===== src/rtl/core/fpr_pkg.sv =====
// fan pwm ramp sequencer: shared widths, register codes, reset values and types
`default_nettype none

package fpr_pkg;

  // field widths
  localparam int DUTY_W      = 8;
  localparam int TICK_W      = 8;
  localparam int COUNT_W     = 16;
  localparam int SEC_W       = 16;
  localparam int CFG_INDEX_W = 3;
  localparam int CFG_DATA_W  = 16;

  // duty value that maps to a full pwm period
  localparam int DUTY_FULL_SCALE = 200;

  // period * duty product, and the reciprocal used to divide it by full scale
  // (exact floor for every product of a 16-bit period and an 8-bit duty)
  localparam int PRODUCT_W = COUNT_W + DUTY_W;
  localparam int RECIP_K   = 32;
  localparam longint unsigned RECIP =
      ((64'd1 << RECIP_K) + DUTY_FULL_SCALE - 1) / DUTY_FULL_SCALE;
  localparam int RECIP_W   = $clog2(RECIP + 1);
  localparam int QPROD_W   = PRODUCT_W + RECIP_W;

  // configuration register indexes
  localparam logic [CFG_INDEX_W-1:0] REG_RAMP_STEP       = 3'd0;
  localparam logic [CFG_INDEX_W-1:0] REG_OFF_THRESHOLD   = 3'd1;
  localparam logic [CFG_INDEX_W-1:0] REG_START_DELAY     = 3'd2;
  localparam logic [CFG_INDEX_W-1:0] REG_POWER_OFF_DELAY = 3'd3;
  localparam logic [CFG_INDEX_W-1:0] REG_PWM_PERIOD      = 3'd4;

  // configuration reset values
  localparam logic [DUTY_W-1:0]  RST_RAMP_STEP       = 8'd3;
  localparam logic [DUTY_W-1:0]  RST_OFF_THRESHOLD   = 8'd30;
  localparam logic [TICK_W-1:0]  RST_START_DELAY     = 8'd5;
  localparam logic [TICK_W-1:0]  RST_POWER_OFF_DELAY = 8'd50;
  localparam logic [COUNT_W-1:0] RST_PWM_PERIOD      = 16'd1000;

  typedef struct packed {
    logic [DUTY_W-1:0]  ramp_step;
    logic [DUTY_W-1:0]  off_threshold;
    logic [TICK_W-1:0]  start_delay_ticks;
    logic [TICK_W-1:0]  power_off_delay_ticks;
    logic [COUNT_W-1:0] pwm_period;
  } cfg_t;

  // item in flight between the sequencer and the compare stage
  typedef struct packed {
    logic                 do_cmp;
    logic [PRODUCT_W-1:0] product;
    logic [COUNT_W-1:0]   period;
    logic                 supply_on;
    logic                 spin_cw;
    logic [DUTY_W-1:0]    ramp;
    logic [SEC_W-1:0]     run;
    logic [SEC_W-1:0]     stop;
  } stage_t;

endpackage

`default_nettype wire


===== src/rtl/core/fpr_cfg.sv =====
// configuration register file for the fan pwm ramp sequencer
`default_nettype none

module fpr_cfg (
  input  wire logic                           clk,
  input  wire logic                           rst,
  input  wire logic                           cfg_valid,
  output logic                                cfg_ready,
  input  wire logic [fpr_pkg::CFG_INDEX_W-1:0] cfg_index,
  input  wire logic [fpr_pkg::CFG_DATA_W-1:0]  cfg_data,
  output fpr_pkg::cfg_t                       cfg
);
  import fpr_pkg::*;

  // writes are always accepted and registered
  assign cfg_ready = 1'b1;

  // register writes, unknown indexes ignored
  always_ff @(posedge clk) begin
    if (rst) begin
      cfg.ramp_step             <= RST_RAMP_STEP;
      cfg.off_threshold         <= RST_OFF_THRESHOLD;
      cfg.start_delay_ticks     <= RST_START_DELAY;
      cfg.power_off_delay_ticks <= RST_POWER_OFF_DELAY;
      cfg.pwm_period            <= RST_PWM_PERIOD;
    end else if (cfg_valid && cfg_ready) begin
      unique case (cfg_index)
        REG_RAMP_STEP:       cfg.ramp_step             <= cfg_data[DUTY_W-1:0];
        REG_OFF_THRESHOLD:   cfg.off_threshold         <= cfg_data[DUTY_W-1:0];
        REG_START_DELAY:     cfg.start_delay_ticks     <= cfg_data[TICK_W-1:0];
        REG_POWER_OFF_DELAY: cfg.power_off_delay_ticks <= cfg_data[TICK_W-1:0];
        REG_PWM_PERIOD:      cfg.pwm_period            <= cfg_data[COUNT_W-1:0];
        default: ;
      endcase
    end
  end

endmodule

`default_nettype wire


===== src/rtl/core/fpr_seq.sv =====
// sequencer state: second counters, power sequencing, duty slew and period product
`default_nettype none

module fpr_seq (
  input  wire logic                      clk,
  input  wire logic                      rst,
  input  wire logic                      accept,
  input  wire logic [fpr_pkg::DUTY_W-1:0] target_duty,
  input  wire logic                      tick_second,
  input  wire logic                      tick_tenth,
  input  wire fpr_pkg::cfg_t             cfg,
  output fpr_pkg::stage_t                stage
);
  import fpr_pkg::*;

  logic [DUTY_W-1:0] ramp;
  logic [DUTY_W-1:0] ramp_next;
  logic [TICK_W-1:0] powered;
  logic [TICK_W-1:0] powered_next;
  logic [TICK_W-1:0] idle;
  logic [TICK_W-1:0] idle_next;
  logic [SEC_W-1:0]  run;
  logic [SEC_W-1:0]  run_next;
  logic [SEC_W-1:0]  stop;
  logic [SEC_W-1:0]  stop_next;
  logic              supply_on;
  logic              supply_on_next;
  logic              spin_cw;
  logic              spin_cw_next;
  logic              do_cmp;
  logic [DUTY_W-1:0] ramp_slew;
  logic [DUTY_W:0]   up_sum;
  logic [DUTY_W:0]   down_sum;
  logic [PRODUCT_W-1:0] product;

  // slew toward the target, snapping to zero at or below threshold when the target is zero
  always_comb begin
    up_sum   = {1'b0, ramp} + {1'b0, cfg.ramp_step};
    down_sum = {1'b0, target_duty} + {1'b0, cfg.ramp_step};
    if (ramp <= cfg.off_threshold && target_duty == '0) begin
      ramp_slew = '0;
    end else if (ramp < target_duty) begin
      ramp_slew = (up_sum >= {1'b0, target_duty}) ? target_duty : up_sum[DUTY_W-1:0];
    end else if (ramp > target_duty) begin
      ramp_slew = ({1'b0, ramp} <= down_sum) ? target_duty : ramp - cfg.ramp_step;
    end else begin
      ramp_slew = ramp;
    end
  end

  // second counters, power step and ramp gating
  always_comb begin
    run_next       = run;
    stop_next      = stop;
    powered_next   = powered;
    idle_next      = idle;
    supply_on_next = supply_on;
    spin_cw_next   = spin_cw;
    ramp_next      = ramp;
    do_cmp         = 1'b0;
    if (tick_second) begin
      if (ramp != '0) begin
        if (run != '1) run_next = run + 1'b1;
        stop_next = '0;
      end else begin
        if (stop != '1) stop_next = stop + 1'b1;
        run_next = '0;
      end
    end
    if (tick_tenth) begin
      if (ramp != '0 || target_duty != '0) begin
        supply_on_next = 1'b1;
        spin_cw_next   = 1'b1;
        idle_next      = '0;
        if (powered != '1) powered_next = powered + 1'b1;
      end else begin
        powered_next = '0;
        if (idle != '1) begin
          idle_next = idle + 1'b1;
          if (idle_next == cfg.power_off_delay_ticks) begin
            supply_on_next = 1'b0;
            spin_cw_next   = 1'b0;
          end
        end
      end
      if (powered_next >= cfg.start_delay_ticks) begin
        do_cmp    = 1'b1;
        ramp_next = ramp_slew;
      end
    end
  end

  // period times duty, divided by full scale in the next stage
  assign product = {{DUTY_W{1'b0}}, cfg.pwm_period} * {{COUNT_W{1'b0}}, ramp_next};

  // sequencer state
  always_ff @(posedge clk) begin
    if (rst) begin
      ramp      <= '0;
      powered   <= '0;
      idle      <= '0;
      run       <= '0;
      stop      <= '0;
      supply_on <= 1'b0;
      spin_cw   <= 1'b0;
    end else if (accept) begin
      ramp      <= ramp_next;
      powered   <= powered_next;
      idle      <= idle_next;
      run       <= run_next;
      stop      <= stop_next;
      supply_on <= supply_on_next;
      spin_cw   <= spin_cw_next;
    end
  end

  // item register toward the compare stage
  always_ff @(posedge clk) begin
    if (accept) begin
      stage.do_cmp    <= do_cmp;
      stage.product   <= product;
      stage.period    <= cfg.pwm_period;
      stage.supply_on <= supply_on_next;
      stage.spin_cw   <= spin_cw_next;
      stage.ramp      <= ramp_next;
      stage.run       <= run_next;
      stage.stop      <= stop_next;
    end
  end

endmodule

`default_nettype wire


===== src/rtl/core/fpr_cmp.sv =====
// compare stage: scales the product to a clamped compare count and holds the pin mode
`default_nettype none

module fpr_cmp (
  input  wire logic                        clk,
  input  wire logic                        rst,
  input  wire logic                        load,
  input  wire fpr_pkg::stage_t             stage,
  output logic [fpr_pkg::COUNT_W-1:0]      duty_count,
  output logic                             pwm_pin_active,
  output logic                             motor_power,
  output logic                             direction_cw,
  output logic [fpr_pkg::DUTY_W-1:0]       ramped_duty,
  output logic [fpr_pkg::SEC_W-1:0]        run_seconds,
  output logic [fpr_pkg::SEC_W-1:0]        stop_seconds
);
  import fpr_pkg::*;

  logic [QPROD_W-1:0]   qprod;
  logic [PRODUCT_W-1:0] quotient;
  logic [COUNT_W-1:0]   count_clamped;

  // divide by full scale through the reciprocal, then clamp to the period
  assign qprod    = {{RECIP_W{1'b0}}, stage.product} * QPROD_W'(RECIP);
  assign quotient = PRODUCT_W'(qprod[QPROD_W-1:RECIP_K]);
  assign count_clamped = (quotient > {{DUTY_W{1'b0}}, stage.period}) ?
                         stage.period : quotient[COUNT_W-1:0];

  // compare count and pin mode only change when the ramp ran
  always_ff @(posedge clk) begin
    if (rst) begin
      duty_count     <= '0;
      pwm_pin_active <= 1'b0;
    end else if (load && stage.do_cmp) begin
      duty_count     <= count_clamped;
      pwm_pin_active <= (count_clamped != '0);
    end
  end

  // remaining result fields
  always_ff @(posedge clk) begin
    if (load) begin
      motor_power  <= stage.supply_on;
      direction_cw <= stage.spin_cw;
      ramped_duty  <= stage.ramp;
      run_seconds  <= stage.run;
      stop_seconds <= stage.stop;
    end
  end

endmodule

`default_nettype wire


===== src/rtl/core/fan_pwm_ramp_power_sequencer_core.sv =====
// top level of the fan pwm ramp and motor power sequencer
//
// channel  direction  handshake                 payload
// in       input      in_valid / in_stall       target_duty, tick_second, tick_tenth
// out      output     out_valid / out_stall     duty_count .. stop_seconds
// cfg      input      cfg_valid / cfg_ready     cfg_index, cfg_data
//
// one item per cycle sustained while out_stall is low; a taken item becomes a valid result
// through the sequencer register, then the reciprocal multiply into the result register
// synchronous reset restores all counters, the ramp and the register defaults
// out_stall holds the result register; the sequencer stage keeps taking items until
// it is full too, so in_stall follows out_stall only when both stages hold items
`default_nettype none

module fan_pwm_ramp_power_sequencer_core (
  input  wire logic                            clk,
  input  wire logic                            rst,
  input  wire logic                            in_valid,
  output logic                                 in_stall,
  input  wire logic [fpr_pkg::DUTY_W-1:0]      target_duty,
  input  wire logic                            tick_second,
  input  wire logic                            tick_tenth,
  output logic                                 out_valid,
  input  wire logic                            out_stall,
  output logic [fpr_pkg::COUNT_W-1:0]          duty_count,
  output logic                                 pwm_pin_active,
  output logic                                 motor_power,
  output logic                                 direction_cw,
  output logic [fpr_pkg::DUTY_W-1:0]           ramped_duty,
  output logic [fpr_pkg::SEC_W-1:0]            run_seconds,
  output logic [fpr_pkg::SEC_W-1:0]            stop_seconds,
  input  wire logic                            cfg_valid,
  output logic                                 cfg_ready,
  input  wire logic [fpr_pkg::CFG_INDEX_W-1:0] cfg_index,
  input  wire logic [fpr_pkg::CFG_DATA_W-1:0]  cfg_data
);
  import fpr_pkg::*;

  cfg_t   cfg;
  stage_t stage;
  logic   stage_valid;
  logic   out_free;
  logic   stage_move;
  logic   accept;

  // pipeline handshake
  assign out_free   = !out_valid || !out_stall;
  assign stage_move = stage_valid && out_free;
  assign in_stall   = stage_valid && !out_free;
  assign accept     = in_valid && !in_stall;

  // stage occupancy
  always_ff @(posedge clk) begin
    if (rst) begin
      stage_valid <= 1'b0;
      out_valid   <= 1'b0;
    end else begin
      if (accept) begin
        stage_valid <= 1'b1;
      end else if (stage_move) begin
        stage_valid <= 1'b0;
      end
      if (stage_move) begin
        out_valid <= 1'b1;
      end else if (!out_stall) begin
        out_valid <= 1'b0;
      end
    end
  end

  // configuration registers
  fpr_cfg u_cfg (
    .clk       (clk),
    .rst       (rst),
    .cfg_valid (cfg_valid),
    .cfg_ready (cfg_ready),
    .cfg_index (cfg_index),
    .cfg_data  (cfg_data),
    .cfg       (cfg)
  );

  // state update per item
  fpr_seq u_seq (
    .clk         (clk),
    .rst         (rst),
    .accept      (accept),
    .target_duty (target_duty),
    .tick_second (tick_second),
    .tick_tenth  (tick_tenth),
    .cfg         (cfg),
    .stage       (stage)
  );

  // compare count and result register
  fpr_cmp u_cmp (
    .clk            (clk),
    .rst            (rst),
    .load           (stage_move),
    .stage          (stage),
    .duty_count     (duty_count),
    .pwm_pin_active (pwm_pin_active),
    .motor_power    (motor_power),
    .direction_cw   (direction_cw),
    .ramped_duty    (ramped_duty),
    .run_seconds    (run_seconds),
    .stop_seconds   (stop_seconds)
  );

endmodule

`default_nettype wire

===== config.mk =====
export PLATFORM = sky130hd
export DESIGN_NAME = fan_pwm_ramp_power_sequencer_core
export DESIGN_NICKNAME = d
export VERILOG_FILES = /design/src/rtl/core/fpr_pkg.sv /design/src/rtl/core/fpr_cfg.sv /design/src/rtl/core/fpr_seq.sv /design/src/rtl/core/fpr_cmp.sv /design/src/rtl/core/fan_pwm_ramp_power_sequencer_core.sv
export SDC_FILE = /design/constraint.sdc
export NUM_CORES = 1
export LEC_CHECK = 0
export BUFFER_PORTS_ARGS = -buffer_cell sky130_fd_sc_hd__buf_2
export CAP_MARGIN = 5
export CORE_AREA = 2 2 201 243
export CTS_BUF_LIST = sky130_fd_sc_hd__clkbuf_4
export DETAILED_ROUTE_END_ITERATION = 6
export DIE_AREA = 0 0 203 245
export GPL_TIMING_DRIVEN = 0
export PLACE_DENSITY_LB_ADDON = 0.1
export SETUP_SLACK_MARGIN = 0.5
export SLEW_MARGIN = 20
export SYNTH_ARGS = -nofsm -noshare
export SYNTH_HDL_FRONTEND = slang
export SYNTH_SLANG_ARGS = --single-unit

===== constraint.sdc =====
create_clock -name clk -period 22.1 [get_ports clk]
set_input_delay 1.105 -clock clk [delete_from_list [all_inputs] [get_ports clk]]
set_output_delay 1.105 -clock clk [all_outputs]
set_load 0.02 [all_outputs]

# Yosys cells after proc, flatten, opt, wreduce, memory -nomap -nowiden
# Index checks and enable logic that the tools add are counted.
# totals
register_bits,250
out_inout_bits,62
elab_cells,112
# classes
n_addsub,7
n_mul,2
order_cmp,7
n_eq_ne,10
muxes,32
n_reduce_logical,25
# ops
operator,n
16-bit 2-to-1 mux,7
8-bit 2-to-1 mux,12
24-bit by 25-bit multiplier with 49-bit output (second input constant),1
16-bit by 1-bit adder with 16-bit output (second input constant),2
16-bit inequality test (second input constant),2
16-bit by 8-bit multiplier with 24-bit output,1
8-bit by 8-bit adder with 9-bit output,2
17-bit by 16-bit > comparator with 1-bit output,1
8-bit by 1-bit adder with 8-bit output (second input constant),2
8-bit inequality test (second input constant),2
16-bit nonzero test,1
8-bit nonzero test,2
1-bit 2-to-1 mux,13
2-bit AND reduction,6
9-bit by 8-bit greater-or-equal comparator with 1-bit output,1
8-bit by 9-bit <= comparator with 1-bit output,1
8-bit equality test,1
8-bit greater-or-equal comparator,1
8-bit > comparator,1
8-bit <= comparator,1
8-bit zero test,1
8-bit < comparator,1
8-bit subtractor,1
3-bit by 2-bit equality test with 1-bit output (second input constant),2
9 further kinds,18

# Logic depth before layout (Yosys ltp)
# depth
ltp_word,9
ltp_mapped,39

# Cells and area by module
# A second synthesis with hierarchy kept.
# hier_totals
cells_unflattened,2800
hier_area_um2,27398.8
# by_module_without_submodules
mod,n_inst,cells_each,area_each_um2,seq_area_each_um2
fpr_cmp,1,1256,12729.7,1601.5
fpr_seq,1,1342,12600.8,3653.5
fpr_cfg,1,192,1981.9,960.9
fan_pwm_ramp_power_sequencer_core,1,10,86.3,40.0

# Worst setup path after synthesis
# Ideal clock, no wire load.
# synth_path
path_type,input to register
start,input target_duty[1] (netlist bit)
end,register u_seq.stage[81] (netlist name)
setup_time_ns,0.167
arrival_ns,8.292
required_ns,21.933
path_slack_ns,13.641
cell_stages,34
path_buffers,1
cell_sequence,ha_1 -> a21o_1 -> a21oi_1 -> o21bai_1 -> a21oi_1 -> o21bai_1 -> a21oi_1 -> xor2_1 -> ha_1 -> nand4_1 -> o21bai_1 -> a221oi_4 -> mux2_2 -> o211a_1 -> o21ai_1 -> buf_2 -> nand2_1 -> fa_1 -> inv_1 -> fa_1 -> fa_1 -> inv_1 -> fa_1 -> inv_1 -> ha_1 -> or3_1 -> a221o_1 -> nand2_1 -> o211ai_1 -> nand3_1 -> nand3_1 -> or4_1 -> and3_1 -> a211oi_1
# synth_between
elab_chain_len,9
elab_cells_between_ends,20
classes_between,add/sub: 1; mul: 1; order compare: 5; mux: 9; reduce/logical: 4
# synth_lines
element,line,text
from (decl),fan_pwm_ramp_power_sequencer_core.sv:20,"input wire logic [fpr_pkg::DUTY_W-1:0] target_duty,"
8-bit by 8-bit adder with 9-bit output,fpr_seq.sv:39,"down_sum = {1'b0, target_duty} + {1'b0, cfg.ramp_step};"
8-bit by 9-bit <= comparator with 1-bit output,fpr_seq.sv:45,"ramp_slew = ({1'b0, ramp} <= down_sum) ? target_duty : ramp - cfg.ramp_step;"
8-bit 2-to-1 mux,fpr_seq.sv:45,
8-bit 2-to-1 mux,fpr_seq.sv:44,end else if (ramp > target_duty) begin
8-bit 2-to-1 mux,fpr_seq.sv:42,end else if (ramp < target_duty) begin
8-bit 2-to-1 mux,fpr_seq.sv:40,if (ramp <= cfg.off_threshold && target_duty == '0) begin
8-bit 2-to-1 mux *,fpr_seq.sv:86,if (powered_next >= cfg.start_delay_ticks) begin
8-bit 2-to-1 mux *,fpr_seq.sv:70,if (tick_tenth) begin
net u_seq.ramp_next[2],fpr_seq.sv:17,logic [DUTY_W-1:0] ramp_next;
16-bit by 8-bit multiplier with 24-bit output *,fpr_seq.sv:94,"assign product = {{DUTY_W{1'b0}}, cfg.pwm_period} * {{COUNT_W{1'b0}}, ramp_next};"
net u_seq.product[23],fpr_seq.sv:34,logic [PRODUCT_W-1:0] product;
# Mark *: on every way through the listed nets, which the timed path passes. The rest lies on a longest branch. The select of a mux whose other input is x is not followed.
# A chain may end at the register's enable or synchronous reset.

# Worst setup path after layout
# layout_path
start,register u_seq.stage[71] (netlist name)
end,register u_cmp.duty_count[14] (netlist bit)
# layout_between
elab_chain_len,3
# layout_lines
element,line,text
24-bit by 25-bit multiplier with 49-bit output *,fpr_cmp.sv:24,"assign qprod = {{RECIP_W{1'b0}}, stage.product} * QPROD_W'(RECIP);"
17-bit by 16-bit > comparator with 1-bit output,fpr_cmp.sv:26,"assign count_clamped = (quotient > {{DUTY_W{1'b0}}, stage.period}) ?"
16-bit 2-to-1 mux *,fpr_cmp.sv:26,
to (signal assigned),fpr_cmp.sv:35,duty_count <= count_clamped;
to (decl),fpr_cmp.sv:9,"output logic [fpr_pkg::COUNT_W-1:0] duty_count,"
# Mark *: on every way between the ends. The rest lies on a longest branch, timed or not.

==> flow_summary.json <==
{
  "setup_tns_ns": 0,
  "final_nets": 3538,
  "cp_max_fo": 10,
  "drt_iter0_drc": 792,
  "num_vias": 19100,
  "grt_max_degree": 53,
  "max_freq_ghz": 0.0998,
  "first_global_vias": 20300,
  "io_buffers": 93,
  "grt-ovfl-total": 0,
  "reg2reg_slack_ns": 12.08,
  "hpwl_mm": 52.9,
  "p_seq_share_pct": 17.3,
  "detail_route.wl_per_cell_um": 18.2,
  "finalClockSkew_ns": 0.0685,
  "period_minus_slack_ns": 10.02,
  "switching_share_pct": 48.0,
  "syn2layout_area_growth_pct": 8.28,
  "path_class": "register to register",
  "firstDrtPassIters": 5,
  "synth_nets": 3383,
  "p_switching_uw": 1450,
  "power.density_nw_per_um2": 108,
  "syn_area_um2": 25900,
  "yosysWarnings": 0,
  "root_buffer": "clkbuf_4",
  "cts_hold_buffers": 0,
  "p_int_uw": 1570,
  "place.gp.congestion": 0.927,
  "drv_cap": 0,
  "drive_above_1_share_pct": 8.17,
  "layout_common_cells": "inv_1, ha_1, fa_1",
  "start_kind": "register",
  "final_common_cell": "inv_1",
  "synth_edf_count": 125,
  "final_util_pct": 59.0,
  "synth.avg_cell_area_um2": 9.63,
  "leakagePower_uw": 0.0137,
  "crit_slowest_cell": "edfxtp_1",
  "cts_tree": "yes",
  "cp-end-kind": "register",
  "fin_crit_sh_pct": 45.3,
  "hold_viol_final": 0,
  "grt_pass1_wl_mm": 105,
  "max-slew-margin-rel_pct": 17.1,
  "place_ws_ns": 12.12,
  "ir_drop_mv": 0.107,
  "r2r_cells": 33,
  "power.clock.fraction_pct": 13.6,
  "cts_resized": 0,
  "yosysUniqueCellTypes": 79,
  "ios": 96,
  "cpPeakStageDelay_ns": 0.76,
  "cp_common_cell": "fa_1",
  "routed_wirelength_mm": 63.9,
  "cts_buffers": 58,
  "die_h_um": 245,
  "grt_usage_pct": 26.7,
  "whs_path_depth": 0,
  "start_util_pct": 54.5,
  "synth-seq-area-share_pct": 24.2,
  "ant_nets": 0,
  "min-delay-path-class": "register to register",
  "drcViolationCount": 0,
  "clk_path_buf_depth": 3,
  "maxSlewViolCount": 0,
  "critPathArrivalTime_ns": 10.58,
  "num_rows": 88,
  "cts.sinks": 250,
  "clk_latency_ns": 0.76,
  "rsz0062_at_grt": "no",
  "worst_hold_startpoint": "u_seq.stage[35]$_DFFE_PP_",
  "antenna_found_initial": 2,
  "ys_ff_latch": 250,
  "fin_ws_ns": 12.08,
  "dieArea_um2": 49700,
  "netlist_instances": 2685,
  "combPwrFrac_pct": 69.1,
  "r2r_end": "u_cmp.duty_count[14]$_SDFFE_PP0P_",
  "worstPathRequired_ns": 22.66,
  "clkSlewWorstSetupHoldPaths_ns": 0.10,
  "postCtsSetupBuffers": 0,
  "rr_startpoint": "u_seq.stage[71]$_DFFE_PP_",
  "core_um2": 47500,
  "htreeDepth": 2,
  "setup_viol": 0,
  "status": "complete, no violations",
  "holdPathEnd": "u_cmp.ramped_duty[3]$_DFFE_PP_",
  "async_flop_share_pct": 0,
  "avgViaCountPerCell": 5.44,
  "die_x_um": 203,
  "synth_ff_type": "edfxtp_1",
  "worstMarginPinSlew_ns": 1.23
}
[worst max-delay path: cells and delay by family, from the launching register on]
| kind | cells | cell delay (ns) |
|---|---|---|
| adders and majority gates | 9 | 3.97 |
| AOI/OAI and AO/OA | 9 | 2.38 |
| and+or+nand+nor | 7 | 1.29 |
| DFF | 1 | 0.76 |
| buffers and inverters | 6 | 0.75 |
| xor gates and xnor gates | 1 | 0.49 |
| muxes | 1 | 0.24 |
[routing by layer]
layer | global-route usage (%) | vias up | part of all wire (%)
met4 | 11.2 | 2 | 4.3
met2 | 49.3 | 397 | 52
met3 | 2.55 | 142 | 3.5
li1 | - | 9235 | -
met1 | 31.5 | 9369 | 40
met5 | 0 | - | 0.013
[logic make-up (layout without fill, tap and decap cells)]
logic type / after synthesis / count (layout) / share of synthesized area [%]
other cells: 1 / 2 / 0.0145
mux: 33 / 33 / 1.29
xor+xnor: 84 / 84 / 2.84
simple gates: 685 / 685 / 12.8
buf+inv: 563 / 768 / 8.37
compound gates: 405 / 405 / 10.0
fa+ha+maj: 664 / 664 / 40.5
flops: 250 / 250 / 24.2
[registers in the layout (all words and copies together) (netlist names)]
| signal | count |
|---|---|
| u_cmp.direction_cw | 1 |
| u_seq.powered | 8 |
| u_cmp.ramped_duty | 8 |
| out_valid | 1 |
| u_seq.stage | 83 |
| u_seq.supply_on | 1 |
| u_seq.run | 16 |
| u_cmp.motor_power | 1 |
| u_seq.spin_cw | 1 |
| u_cmp.duty_count | 16 |
| u_cmp.run_seconds | 16 |
| u_seq.ramp | 8 |
| u_cfg.cfg | 48 |
| u_seq.idle | 8 |
| u_seq.stop | 16 |
| stage_valid | 1 |
| u_cmp.pwm_pin_active | 1 |
| u_cmp.stop_seconds | 16 |
[through the flow]
stage / cell area (um2) / hold slack, ns / power [uW] / cells
5_1_grt: 28000 / 0.426 / 3370 / 3521
4_1_cts: 28000 / 0.407 / 3060 / 3520
2_1_floorplan: 25900 / 0.400 / 2080 / 2685
3_3_place_gp: 27100 / 0.403 / 2570 / 3408
3_5_place_dp: 27200 / 0.405 / 2620 / 3410
6_report: 28000 / 0.404 / 3020 / 3521
[synth_stat cells, drive strengths merged, types with 4 or more instances]
library cell	instances	area share [%]
nand3b	15	0.44
fa	287	22
edfxtp	125	15
o21ai	73	1.4
a211o	12	0.41
or2	7	0.17
o22ai	5	0.15
a311oi	4	0.14
xor2	43	1.5
nand2b	10	0.24
ha	377	18
clkbuf	38	0.55
and3	28	0.68
o31ai	4	0.12
xnor2	41	1.4
nand3	48	0.93
o211ai	13	0.42
a211oi	18	0.52
o21a	12	0.35
nand4	25	0.63
nor4	9	0.22
dfxtp	125	9.7
o21bai	13	0.38
a221oi	5	0.26
nand2	255	3.7
nor3	27	0.54
or4	6	0.17
and4	8	0.28
nor2	127	1.8
or3	7	0.17
inv	500	7.3
buf	23	0.51
a31oi	13	0.31
and2	92	2.2
a21o	37	1.1
mux2i	30	1.2
a41oi	6	0.20
a2111oi	4	0.23
nor2b	11	0.27
a21oi	164	3.2
[power groups by stage]
stage,Sequential [uW],Clock (uW),Combinational (uW)
2_1_floorplan,534,0,1540
3_3_place_gp,535,0,2030
3_5_place_dp,534,0,2090
4_1_cts,524,422,2110
5_1_grt,526,445,2400
6_report,524,410,2090
[how the worst max path moves through the flow]
stage,from,end,depth (start not counted)
2_1_floorplan,target_duty[1],u_seq.stage[81]$_DFFE_PP_,34
3_3_place_gp,u_seq.stage[71]$_DFFE_PP_,u_cmp.duty_count[8]$_SDFFE_PP0P_,33
3_5_place_dp,target_duty[1],u_seq.stage[81]$_DFFE_PP_,37
4_1_cts,u_seq.stage[71]$_DFFE_PP_,u_cmp.duty_count[8]$_SDFFE_PP0P_,33
5_1_grt,u_seq.stage[71]$_DFFE_PP_,u_cmp.duty_count[11]$_SDFFE_PP0P_,33
6_report,u_seq.stage[71]$_DFFE_PP_,u_cmp.duty_count[14]$_SDFFE_PP0P_,33
[area by class of cell]
class                      count  area (um2)
clock buffer                  81         608
clock inverter                29         224
multi-input combinational   1872       17400
tap                          630         788
inverter                     501        1880
antenna                        1        2.50
buffer                        62         289
fill                        4229       19400
sequential                   250        6260
timing repair buffer          95         513
No activity file was read; power rests on OpenSTA's default activity.
